File: config.mk
export PLATFORM = sky130hd
export DESIGN_NAME = kdpw_front
export DESIGN_NICKNAME = d
export VERILOG_FILES = /design/src/rtl/kdpw_pkg.sv /design/src/rtl/kdpw_front.sv
export SDC_FILE = /design/constraint.sdc
export NUM_CORES = 1
export LEC_CHECK = 0
export ABC_AREA = 1
export BUFFER_PORTS_ARGS = -buffer_cell sky130_fd_sc_hd__buf_2
export CORE_MARGIN = 4
export CORE_UTILIZATION = 35
export DETAILED_ROUTE_END_ITERATION = 7
export REMOVE_ABC_BUFFERS = 1
export SYNTH_ARGS = -nofsm -noshare
export SYNTH_HDL_FRONTEND = slang
export SYNTH_SLANG_ARGS = --single-unit
File: constraint.sdc
create_clock -name clk_i -period 6.9 [get_ports clk_i]
set_input_delay 1.38 -clock clk_i [delete_from_list [all_inputs] [get_ports clk_i]]
set_output_delay 1.38 -clock clk_i [all_outputs]
set_load 0.01 [all_outputs]
File: src/rtl/kdpw_pkg.sv
// Shared types and constants of the kd-tree path code walker.
package kdpw_pkg;

  localparam int CoordBits = 32;
  localparam int IndexBits = 10;
  localparam int LinkBits  = 11;
  localparam int CodeBits  = 32;
  localparam int LevelBits = 6;

  localparam logic CmdWrite = 1'b0;
  localparam logic CmdQuery = 1'b1;

  typedef enum logic {
    OP_WRITE = 1'b0,
    OP_QUERY = 1'b1
  } op_e;

  typedef struct packed {
    logic                        command;
    logic [IndexBits-1:0]        node_index;
    logic signed [CoordBits-1:0] split_value;
    logic [LinkBits-1:0]         low_child;
    logic [LinkBits-1:0]         high_child;
    logic signed [CoordBits-1:0] point_x;
    logic signed [CoordBits-1:0] point_y;
  } in_item_t;

  typedef struct packed {
    logic [CodeBits-1:0]  path_code;
    logic [LevelBits-1:0] levels_walked;
    logic                 truncated;
  } out_item_t;

  // One stored tree node.
  typedef struct packed {
    logic signed [CoordBits-1:0] split;
    logic [LinkBits-1:0]         low_link;
    logic [LinkBits-1:0]         high_link;
  } node_t;

  // A classified job handed from the front end to the walker.
  typedef struct packed {
    op_e                         op;
    logic [IndexBits-1:0]        index;
    node_t                       node;
    logic signed [CoordBits-1:0] x;
    logic signed [CoordBits-1:0] y;
  } job_t;

endpackage

File: src/rtl/kdpw_front.sv
// Front end of the walker: accepts transactions, classifies them and queues the jobs.
module kdpw_front #(
  parameter int NODES = 1024
) (
  input  logic               clk_i,
  input  logic               rst_ni,
  input  logic               in_valid_i,
  output logic               in_stall_o,
  input  kdpw_pkg::in_item_t in_data_i,
  output logic               job_valid_o,
  output kdpw_pkg::job_t     job_o,
  input  logic               job_pop_i
);

  localparam logic [31:0] NodesW = 32'(NODES);

  kdpw_pkg::job_t queue_q [2];
  logic           wr_ptr_q, wr_ptr_d;
  logic           rd_ptr_q, rd_ptr_d;
  logic [1:0]     count_q, count_d;
  logic           accept;
  logic           push;
  logic           keep;
  kdpw_pkg::job_t job_new;

  assign in_stall_o = (count_q == 2'd2);
  assign accept     = in_valid_i && !in_stall_o;

  // Writes to a slot beyond the table are dropped here and never reach the walker.
  always_comb begin
    job_new.index     = in_data_i.node_index;
    job_new.node      = '{split:     in_data_i.split_value,
                          low_link:  in_data_i.low_child,
                          high_link: in_data_i.high_child};
    job_new.x         = in_data_i.point_x;
    job_new.y         = in_data_i.point_y;
    if (in_data_i.command == kdpw_pkg::CmdQuery) begin
      job_new.op = kdpw_pkg::OP_QUERY;
      keep       = 1'b1;
    end else begin
      job_new.op = kdpw_pkg::OP_WRITE;
      keep       = (32'(in_data_i.node_index) < NodesW);
    end
  end

  assign push = accept && keep;

  always_comb begin
    wr_ptr_d = wr_ptr_q;
    rd_ptr_d = rd_ptr_q;
    count_d  = count_q;
    if (push) begin
      wr_ptr_d = ~wr_ptr_q;
    end
    if (job_pop_i) begin
      rd_ptr_d = ~rd_ptr_q;
    end
    if (push && !job_pop_i) begin
      count_d = count_q + 2'd1;
    end else if (!push && job_pop_i) begin
      count_d = count_q - 2'd1;
    end
  end

  always_ff @(posedge clk_i or negedge rst_ni) begin
    if (!rst_ni) begin
      wr_ptr_q <= 1'b0;
      rd_ptr_q <= 1'b0;
      count_q  <= 2'd0;
    end else begin
      wr_ptr_q <= wr_ptr_d;
      rd_ptr_q <= rd_ptr_d;
      count_q  <= count_d;
    end
  end

  always_ff @(posedge clk_i) begin
    if (push) begin
      queue_q[wr_ptr_q] <= job_new;
    end
  end

  assign job_valid_o = (count_q != 2'd0);
  assign job_o       = queue_q[rd_ptr_q];

endmodule

==> results_dict.tcl, run 1 <==
set metrics [dict create \
    fin_crit_ps 3991 \
    worst_pin_slew_ps 858.3 \
    holdWs_ps 476.8 \
    numPortBuffers 263 \
    critPathKind "flip-flop to output pin" \
    ant_nets 0 \
    die_area_um2 30000 \
    cts.sinks 262 \
    dpl_worst_slack_ps 3336 \
    postPlaceCellArea_um2 11210 \
    fp.coreArea_um2 26880 \
    rrSetupSlack_ps 4420 \
    nets 847 \
    wl_per_cell_um 17.28 \
    die_w_um 173.2 \
    io_pins 264 \
    vias_per_cell 4.473 \
    arrival_ps 2610 \
    met3_length_um 1476 \
    track_usage_pct 11.81 \
    multi_input_area_um2 1548 \
    tritoncts "done" \
    post_cts_buffers 0 \
    grt-ovfl-total 0 \
    nFillCells 2377 \
    synth_seq_cells 262 \
    layout.core_utilization_pct 44.79 \
    wl_met1_um 7789 \
    highest_layer "met5" \
    critPathMaxFanout 50 \
    mostFrequentLayoutCells "buf_2, edfxtp_1, mux2_2, clkbuf_16" \
    cts_hold_buf 0 \
    drive_above_1_share_pct 59.23 \
    grt_start_max_net_pins 83 \
    cts_resized 0 \
    post-route-cell-area_um2 12040 \
    hold_class "flip-flop to flip-flop" \
    ys_seq_area_share_pct 82.15 \
    grt_pass1_vias 5171 \
    cts_buffers 27 \
    hpwl_um 12120 \
    startpoint "rd_ptr_q$_DFFE_PN0P_" \
    fmax_mhz 250.6 \
    ir_drop_mv 0.2842 \
    worstPathRequired_ps 5520 \
    final_common_cell "buf_2" \
    r2r_start "count_q[1]$_DFFE_PN0P_" \
    timing.rr.end "queue_q[1][115]$_DFFE_PP_" \
    clk_path_buf_depth 3 \
    vias 4813 \
    dr_wl_met2_um 8767 \
    start_kind "flip-flop" \
    grt_antenna_before_repair 5 \
    crit_path_end_kind "output pin" \
    syn_area_per_cell_um2 22.22 \
    rows 60 \
    finClkSkew_ps 13.58 \
    final_max_slew_viol_count 0 \
    detail_route.first_pass.iterations 4 \
    hold_viol_final 0 \
    path_clk_slew_ps 50 \
    grt_pass1_wl_um 28540 \
    clockRootBuffer "clkbuf_16" \
    finalSetupViolations 0 \
    htreeDepth 1 \
    rsz0062_at_grt "no" \
    slew-limit-headroom_pct 42.64 \
    fin_ws_ps 2909 \
    finalPower_uw 5033 \
    endpoint "job_o[46]" \
    clock_latency_ps 520 \
    drtIter0Drc 290 \
    status "finished, final reports clean" \
    r2r_cells 4 \
    area_delta_synth_final_pct 26.00 \
    start_util_pct 35.54 \
    yosysWarnings 0 \
    wl_um 18590 \
    die_h_um 173.2 \
    fin_crit_sh_pct 57.84 \
    maxCapViolations 0 \
    ff_latch_area_um2 7851 \
    power.density_nw_per_um2 418.1 \
    place.gp.congestion 0.6907 \
    netlist_instances 430 \
    drc_errors 0 \
    min_path_cells 2 \
    ys_types 15 \
    p_leak_uw 0.004495 \
    syn_area_um2 9553 \
]
==> where the power goes <==
part / total (µW) / switching (µW) / leakage (µW) / internal (µW)
clock: 1330 / 545 / 0.000396 / 789
combinational: 1410 / 783 / 0.00165 / 630
sequential: 2290 / 114 / 0.00245 / 2170
==> state kept, by name (all words and copies together), names as in the netlist <==
register  count
queue_q     258
count_q       2
rd_ptr_q      1
wr_ptr_q      1
==> worst max-delay path, cell delays in order (launching register included) <==
cell and delay (ps):
dfrtp_4 800, buf_4 650, mux2_2 410, buf_2 150
==> worst min path at each step <==
stage                                  end                   start
floorplan           count_q[1]$_DFFE_PN0P_  count_q[1]$_DFFE_PN0P_
global placement    count_q[1]$_DFFE_PN0P_  count_q[1]$_DFFE_PN0P_
detailed placement  count_q[1]$_DFFE_PN0P_  count_q[1]$_DFFE_PN0P_
CTS                 count_q[1]$_DFFE_PN0P_  count_q[1]$_DFFE_PN0P_
global route        count_q[1]$_DFFE_PN0P_  count_q[1]$_DFFE_PN0P_
finish              count_q[1]$_DFFE_PN0P_  count_q[1]$_DFFE_PN0P_
==> synth_stat cells (all sizes together) <==
cell      n  share of area [%]
ha        1               0.13
nand3     1              0.052
nand2     8               0.31
xor2      1              0.092
o21ai     1              0.052
nor2      3               0.12
dfrtp     4                1.0
nand4     1              0.066
xnor2     1              0.092
inv       8               0.31
buf      14                1.4
edfxtp  258                 81
mux2    129                 15
==> metrics by stage <==
step / cells / setup TNS [ps]
global placement: 1025 / 0
floorplan: 416 / -72580
CTS: 1072 / 0
finish: 1076 / 0
global route: 1075 / 0
detailed placement: 1025 / 0
==> routing by layer <==
metal / global-route usage, % / vias to the layer above
met5: 0 / -
met4: 3.957 / 4
met3: 3.948 / 44
met2: 19.57 / 180
met1: 14.66 / 2317
li1: - / 2268
==> cell type report <==
class                      instances  area share (%)
sequential                       262           65.23
multi-input combinational        146           12.86
inverter                           8          0.2911
tap                              341           3.545
antenna                            4         0.08316
clock buffer                      35           5.863
timing repair buffer             268           11.25
clock inverter                    12          0.8836
==> cell families (layout without fill, tap and decap cells) <==
group,count (synthesis),count (layout),synth area share (%)
other,0,4,0
DFF,262,262,82.15
adders and majority gates,1,1,0.1310
buffers and inverters,22,323,1.729
xor gates and xnor gates,2,2,0.1834
and+or+nand+nor,13,13,0.5501
AOI/OAI and AO/OA,1,1,0.05234
muxes,129,129,15.21
No activity file was read; power rests on OpenSTA's default activity.
==> run 2: changes to the inputs <==
==> constraint.sdc (replaced) <==
create_clock -name clk_i -period 3.99 [get_ports clk_i]
set_input_delay 0.798 -clock clk_i [delete_from_list [all_inputs] [get_ports clk_i]]
set_output_delay 0.798 -clock clk_i [all_outputs]
set_load 0.01 [all_outputs]
==> run 2 against run 1 <==
Clock skew down 4.8 ps; worst setup slack worse by 2000 ps; design area up 0.27%; sequential power up 73%; die area unchanged; critical path depth unchanged; non-clock buffer count up 2; global-route usage up 0.43 points; clock power up 72%; critical path type unchanged; critical endpoint is now job_o[27]; largest power group unchanged.
==> results_dict.tcl, run 2 (same netlist as run 1, synthesis figures left out) <==
set metrics [dict create \
    wl_um 19270 \
    r2r_cells 6 \
    grt_antenna_before_repair 0 \
    path_clk_slew_ps 60 \
    power_frac_comb_pct 28.3 \
    detail_route.first_pass.iterations 4 \
    arrival_ps 2280 \
    vias_per_cell 4.531 \
    area_delta_synth_final_pct 26.34 \
    hold_class "input pin to async pin" \
    final_common_cell "buf_2" \
    htreeDepth 1 \
    p_int_uw 6205 \
    clock_power_share_pct 26.3 \
    reg_top3 "queue_q: 258 flops, count_q: 2 flops" \
    track_usage_pct 12.24 \
    fin_crit_sh_pct 77.25 \
    cts_resized 0 \
    tns_ps 0 \
    nets 850 \
    nFillCells 2374 \
    cp_cell_sequence "buf_4 > mux2_2 > buf_2" \
    fin_crit_ps 3082 \
    finClkSkew_ps 8.773 \
    cts_hold_buf 0 \
    rrSetupSlack_ps 1860 \
    p_switching_uw 2499 \
    die_area_um2 30000 \
    status "finished, final reports clean" \
    ir_drop_mv 0.4055 \
    post_cts_buffers 0 \
    io_pins 264 \
    grt-ovfl-total 0 \
    regMostFlops "queue_q" \
    grt_start_max_net_pins 64 \
    timing.rr.end "queue_q[0][71]$_DFFE_PP_" \
    cp_num_buf_inv 2 \
    slew-limit-headroom_pct 51.88 \
    drive_above_1_share_pct 58.97 \
    seqPwrFrac_pct 45.4 \
    p_leak_uw 0.004507 \
    place.gp.congestion 0.7302 \
    worstPathRequired_ps 3190 \
    postPlaceCellArea_um2 11250 \
    hold_viol_final 0 \
    rsz0062_at_grt "no" \
    rows 60 \
    slowest_stage "dfrtp_4" \
    fmax_mhz 324.4 \
    post-route-cell-area_um2 12070 \
    fin_ws_ps 907.6 \
    start_util_pct 35.54 \
    worst_pin_slew_ps 721.8 \
    ant_nets 0 \
    drtIter0Drc 218 \
    drc_errors 0 \
    cts_buffers 28 \
    n_antenna_cell 0 \
    hpwl_um 12940 \
    numPortBuffers 263 \
    tritoncts "done" \
    clockRootBuffer "clkbuf_16" \
    finalPower_uw 8705 \
    die_h_um 173.2 \
    maxCapViolations 0 \
    largest_reg_flops 258 \
    final_max_slew_viol_count 0 \
    r2r_start "count_q[1]$_DFFE_PN0P_" \
    critPathMaxFanout 35 \
    grt_pass1_wl_um 29230 \
    crit_family "flip-flops" \
    cp_slowest_stage_delay_ps 740 \
    clk_path_buf_depth 3 \
    dpl_worst_slack_ps 1413 \
    cts.sinks 262 \
    fp.coreArea_um2 26880 \
    mostFrequentLayoutCells "buf_2, edfxtp_1, mux2_2, clkbuf_16, clkbuf_1" \
    clock_latency_ps 520 \
    grt_pass1_vias 5190 \
    switching_share_pct 28.71 \
    crit_path_end_kind "output pin" \
    vias 4880 \
    finalSetupViolations 0 \
    wl_per_cell_um 17.89 \
    start_kind "flip-flop" \
    power.density_nw_per_um2 721.2 \
    die_w_um 173.2 \
    critPathKind "flip-flop to output pin" \
]
[run 2: cell types whose count changed in the layout (fill, tap and decap cells not counted), sizes merged]
cell / previous run / this run
buf: 268 / 270
clkbuf: 35 / 42
bufinv: 2 / 0
clkinvlp: 0 / 1
diode: 4 / 0
clkinv: 9 / 6
[run 2: layout make-up]
type	instances	area, µm²	area share (%)
clock inverter	8	40.04	0.3317
sequential	262	7851	65.05
timing repair buffer	270	1394	11.55
inverter	8	35.03	0.2903
tap	341	426.7	3.535
multi-input combinational	146	1548	12.82
clock buffer	42	774.5	6.417
[run 2: worst max path at each step]
stage | from | end | cells past startpoint
floorplan | in_valid_i | queue_q[1][0]$_DFFE_PP_ | 2
detailed placement | rd_ptr_q$_DFFE_PN0P_ | job_o[27] | 3
global placement | rd_ptr_q$_DFFE_PN0P_ | job_o[46] | 3
global route | rd_ptr_q$_DFFE_PN0P_ | job_o[27] | 3
CTS | rd_ptr_q$_DFFE_PN0P_ | job_o[27] | 3
finish | rd_ptr_q$_DFFE_PN0P_ | job_o[27] | 3
[run 2: through the flow]
stage / cells / hold WS (ps) / util [%]
2_1_floorplan: 416 / 441.7 / -
5_1_grt: 1077 / 52.60 / 44.91
3_5_place_dp: 1027 / 459.9 / 41.88
3_3_place_gp: 1027 / 454.0 / 41.88
6_report: 1077 / 76.50 / 44.91
4_1_cts: 1077 / 43.97 / 44.91
[run 2: power groups by stage]
stage | clock, µW | sequential, µW | combinational, µW
floorplan | 0 | 4160 | 1460
global placement | 0 | 4010 | 2520
detailed placement | 0 | 4020 | 2520
CTS | 2380 | 3970 | 2530
global route | 2510 | 4010 | 2680
finish | 2290 | 3960 | 2460
[run 2: routing by layer]
metal  part of all wire [%]  GRT usage [%]
met4                    3.3          4.090
met5                      0              0
met1                     39          15.03
met2                     50          20.64
met3                    7.6          3.882
==> run 3: changes to the inputs <==
--- a/config.mk
+++ b/config.mk
@@ -5,7 +5,7 @@
 export SDC_FILE = /design/constraint.sdc
 export NUM_CORES = 1
 export LEC_CHECK = 0
-export ABC_AREA = 1
+export ABC_AREA = 0
 export BUFFER_PORTS_ARGS = -buffer_cell sky130_fd_sc_hd__buf_2
 export CORE_MARGIN = 4
 export CORE_UTILIZATION = 35
==> constraint.sdc (replaced) <==
create_clock -name clk_i -period 2.9 [get_ports clk_i]
set_input_delay 0.58 -clock clk_i [delete_from_list [all_inputs] [get_ports clk_i]]
set_output_delay 0.58 -clock clk_i [all_outputs]
set_load 0.01 [all_outputs]
==> run 3 against run 2 <==
Register-to-register slack got worse by 790 ps; total power is 43% higher; clock power increased by 55%; sequential power grew 37%; cell count fell by 0.65%; flip-flop and latch count did not move; wire length grew 0.30%; critical path depth did not move; combinational power is 43% higher; worst hold slack improved by 160 ps; via count decreased by 0.51%; count of clock-buffer cells in the layout shrank 9.
==> results_dict.tcl, run 3 <==
set metrics [dict create \
    tritoncts "done" \
    fin_cells 1070 \
    fin_crit_sh_pct 90.07 \
    critPathMaxFanout 52 \
    seqPwrFrac_pct 43.5 \
    power.density_nw_per_um2 1021 \
    path_clk_slew_ps 60 \
    hold_viol_final 0 \
    synthXorXnorAreaFrac_pct 0.4594 \
    regMostFlops "queue_q" \
    rrSetupSlack_ps 1070 \
    r2r_cells 3 \
    slew-limit-headroom_pct 69.42 \
    place.gp.congestion 0.7152 \
    rows 60 \
    wl_per_cell_um 18.06 \
    hold_class "input pin to flip-flop" \
    p_switching_uw 3518 \
    status "finished, final reports clean" \
    grt_pass1_vias 5352 \
    vias 4855 \
    post_cts_buffers 0 \
    wl_um 19330 \
    ys_seq_area_share_pct 82.32 \
    drive_above_1_share_pct 60.91 \
    synth_top_family_by_area "multiplexers" \
    ir_drop_mv 0.6477 \
    power_frac_comb_pct 28.1 \
    layout.core_utilization_pct 45.50 \
    switching_share_pct 28.19 \
    grt_start_max_net_pins 66 \
    worst_pin_slew_ps 458.6 \
    cts_buffers 28 \
    cts_resized 0 \
    synth_seq_cells 262 \
    finalSetupViolations 0 \
    grt_pass1_wl_um 29470 \
    clock_power_share_pct 28.4 \
    synth_top_area_share_pct 81.27 \
    min-delay-start "in_data_i[87]" \
    numPortBuffers 263 \
    worstHoldEndpoint "queue_q[1][87]$_DFFE_PP_" \
    synth_mux_area_share_pct 15.24 \
    r2r_start "count_q[0]$_DFFE_PN0P_" \
    finClkSkew_ps 6.946 \
    grt_antenna_before_repair 3 \
    async_flop_share_pct 1.527 \
    io_pins 264 \
    synth-simple-area-share_pct 0.3150 \
    synth-compound-area-share_pct 0 \
    start_util_pct 35.47 \
    fin_crit_ps 2612 \
    place_inst 1017 \
    grt-ovfl-total 0 \
    hpwl_um 13040 \
    p_leak_uw 0.004564 \
    reg_top3 "queue_q: 258 flops, count_q: 2 flops" \
    clock_latency_ps 530 \
    drc_errors 0 \
    n_antenna_cell 0 \
    clockRootBuffer "clkbuf_16" \
    synth_edf_count 258 \
    fp.coreArea_um2 26880 \
    timing.rr.end "queue_q[1][43]$_DFFE_PP_" \
    crit_path_end_kind "output pin" \
    cts.sinks 262 \
    critPathKind "flip-flop to output pin" \
    syn_area_um2 9533 \
    detail_route.first_pass.iterations 4 \
    tns_ps 0 \
    maxCapViolations 0 \
    worstPathRequired_ps 2320 \
    synth_area_leaders "edfxtp_1, mux2_2, buf_6, dfrtp_1, xor2_1" \
    vias_per_cell 4.537 \
    ys_types 15 \
    final_common_cell "buf_2" \
    synth.most_common_cell "edfxtp_1" \
    synth_commonest_cells "edfxtp_1, mux2_2, buf_6" \
    htreeDepth 1 \
    area_delta_synth_final_pct 28.27 \
    fmax_mhz 382.9 \
    synthFlopType "edfxtp_1" \
    cts_hold_buf 1 \
    start_kind "flip-flop" \
    p_int_uw 8963 \
    yosysWarnings 0 \
    nets 841 \
    synthAdderAreaFrac_pct 0.1313 \
    yosysTopAreaCell "edfxtp_1" \
    track_usage_pct 12.15 \
    netlist_instances 420 \
    clk_path_buf_depth 3 \
    arrival_ps 2030 \
    die_h_um 173.0 \
    final_max_slew_viol_count 0 \
    die_w_um 173.0 \
    mostFrequentLayoutCells "buf_2, edfxtp_1, mux2_2, clkbuf_16, clkinv_1" \
    drtIter0Drc 246 \
    ant_nets 0 \
    min_path_cells 1 \
    rsz0062_at_grt "no" \
    largest_reg_flops 258 \
    syn_area_per_cell_um2 22.70 \
    die_area_um2 29940 \
]
run 3: routing by layer:
metal | track usage (%) | wire length, µm | vias up
met1 | 14.44 | 7579 | 2382
met3 | 4.066 | 1504 | 44
met4 | 3.725 | 613 | 6
met5 | 0 | 40 | -
met2 | 21.03 | 9591 | 178
li1 | - | - | 2245
run 3: cell type report:
type	count	area, µm²
Clock buffer	33	740.7
Timing Repair Buffer	271	1454
Tap cell	341	426.7
Clock inverter	19	192.7
Sequential cell	262	7851
Multi-Input combinational cell	141	1551
Inverter	3	11.26
Fill cell	2365	14650
run 3: through the flow:
step / setup WS [ps] / power, µW / hold slack, ps / area [µm²]
5_1_grt: 202.3 / 13100 / 204.1 / 12230
4_1_cts: 242.9 / 12710 / 197.3 / 12230
2_1_floorplan: -3747 / 7738 / 284.4 / 9398
3_5_place_dp: 818.9 / 9100 / 420.9 / 11280
6_report: 288.1 / 12480 / 233.5 / 12230
3_3_place_gp: 841.5 / 9016 / 419.8 / 11280
run 3: how the worst max path moves through the flow:
stage                                    start                      end  cells past startpoint
after CTS                 rd_ptr_q$_DFFE_PN0P_                job_o[38]                      3
after global routing      rd_ptr_q$_DFFE_PN0P_                job_o[38]                      3
after floorplan                     in_valid_i  queue_q[0][0]$_DFFE_PP_                      2
after detailed placement  rd_ptr_q$_DFFE_PN0P_                job_o[38]                      3
after global placement    rd_ptr_q$_DFFE_PN0P_                job_o[51]                      3
final                     rd_ptr_q$_DFFE_PN0P_                job_o[38]                      3
run 3: worst max-delay path, cell delays in order, from the launching register on:
cell and delay, ps:
dfrtp_4 600, buf_12 290, mux2_2 390, buf_2 150
run 3: kinds of logic after synthesis:
group / after synthesis
AND/OR/NAND/NOR: 6
flip-flops: 262
multiplexers: 129
adder cells (fa/ha/maj): 1
buffers and inverters: 17
XOR/XNOR: 5
run 3: power groups by stage:
stage	Sequential [µW]	Clock [µW]	Combinational (µW)
2_1_floorplan	5740	0	2000
4_1_cts	5440	3660	3610
5_1_grt	5500	3810	3800
3_5_place_dp	5510	0	3590
6_report	5420	3550	3510
3_3_place_gp	5470	0	3550
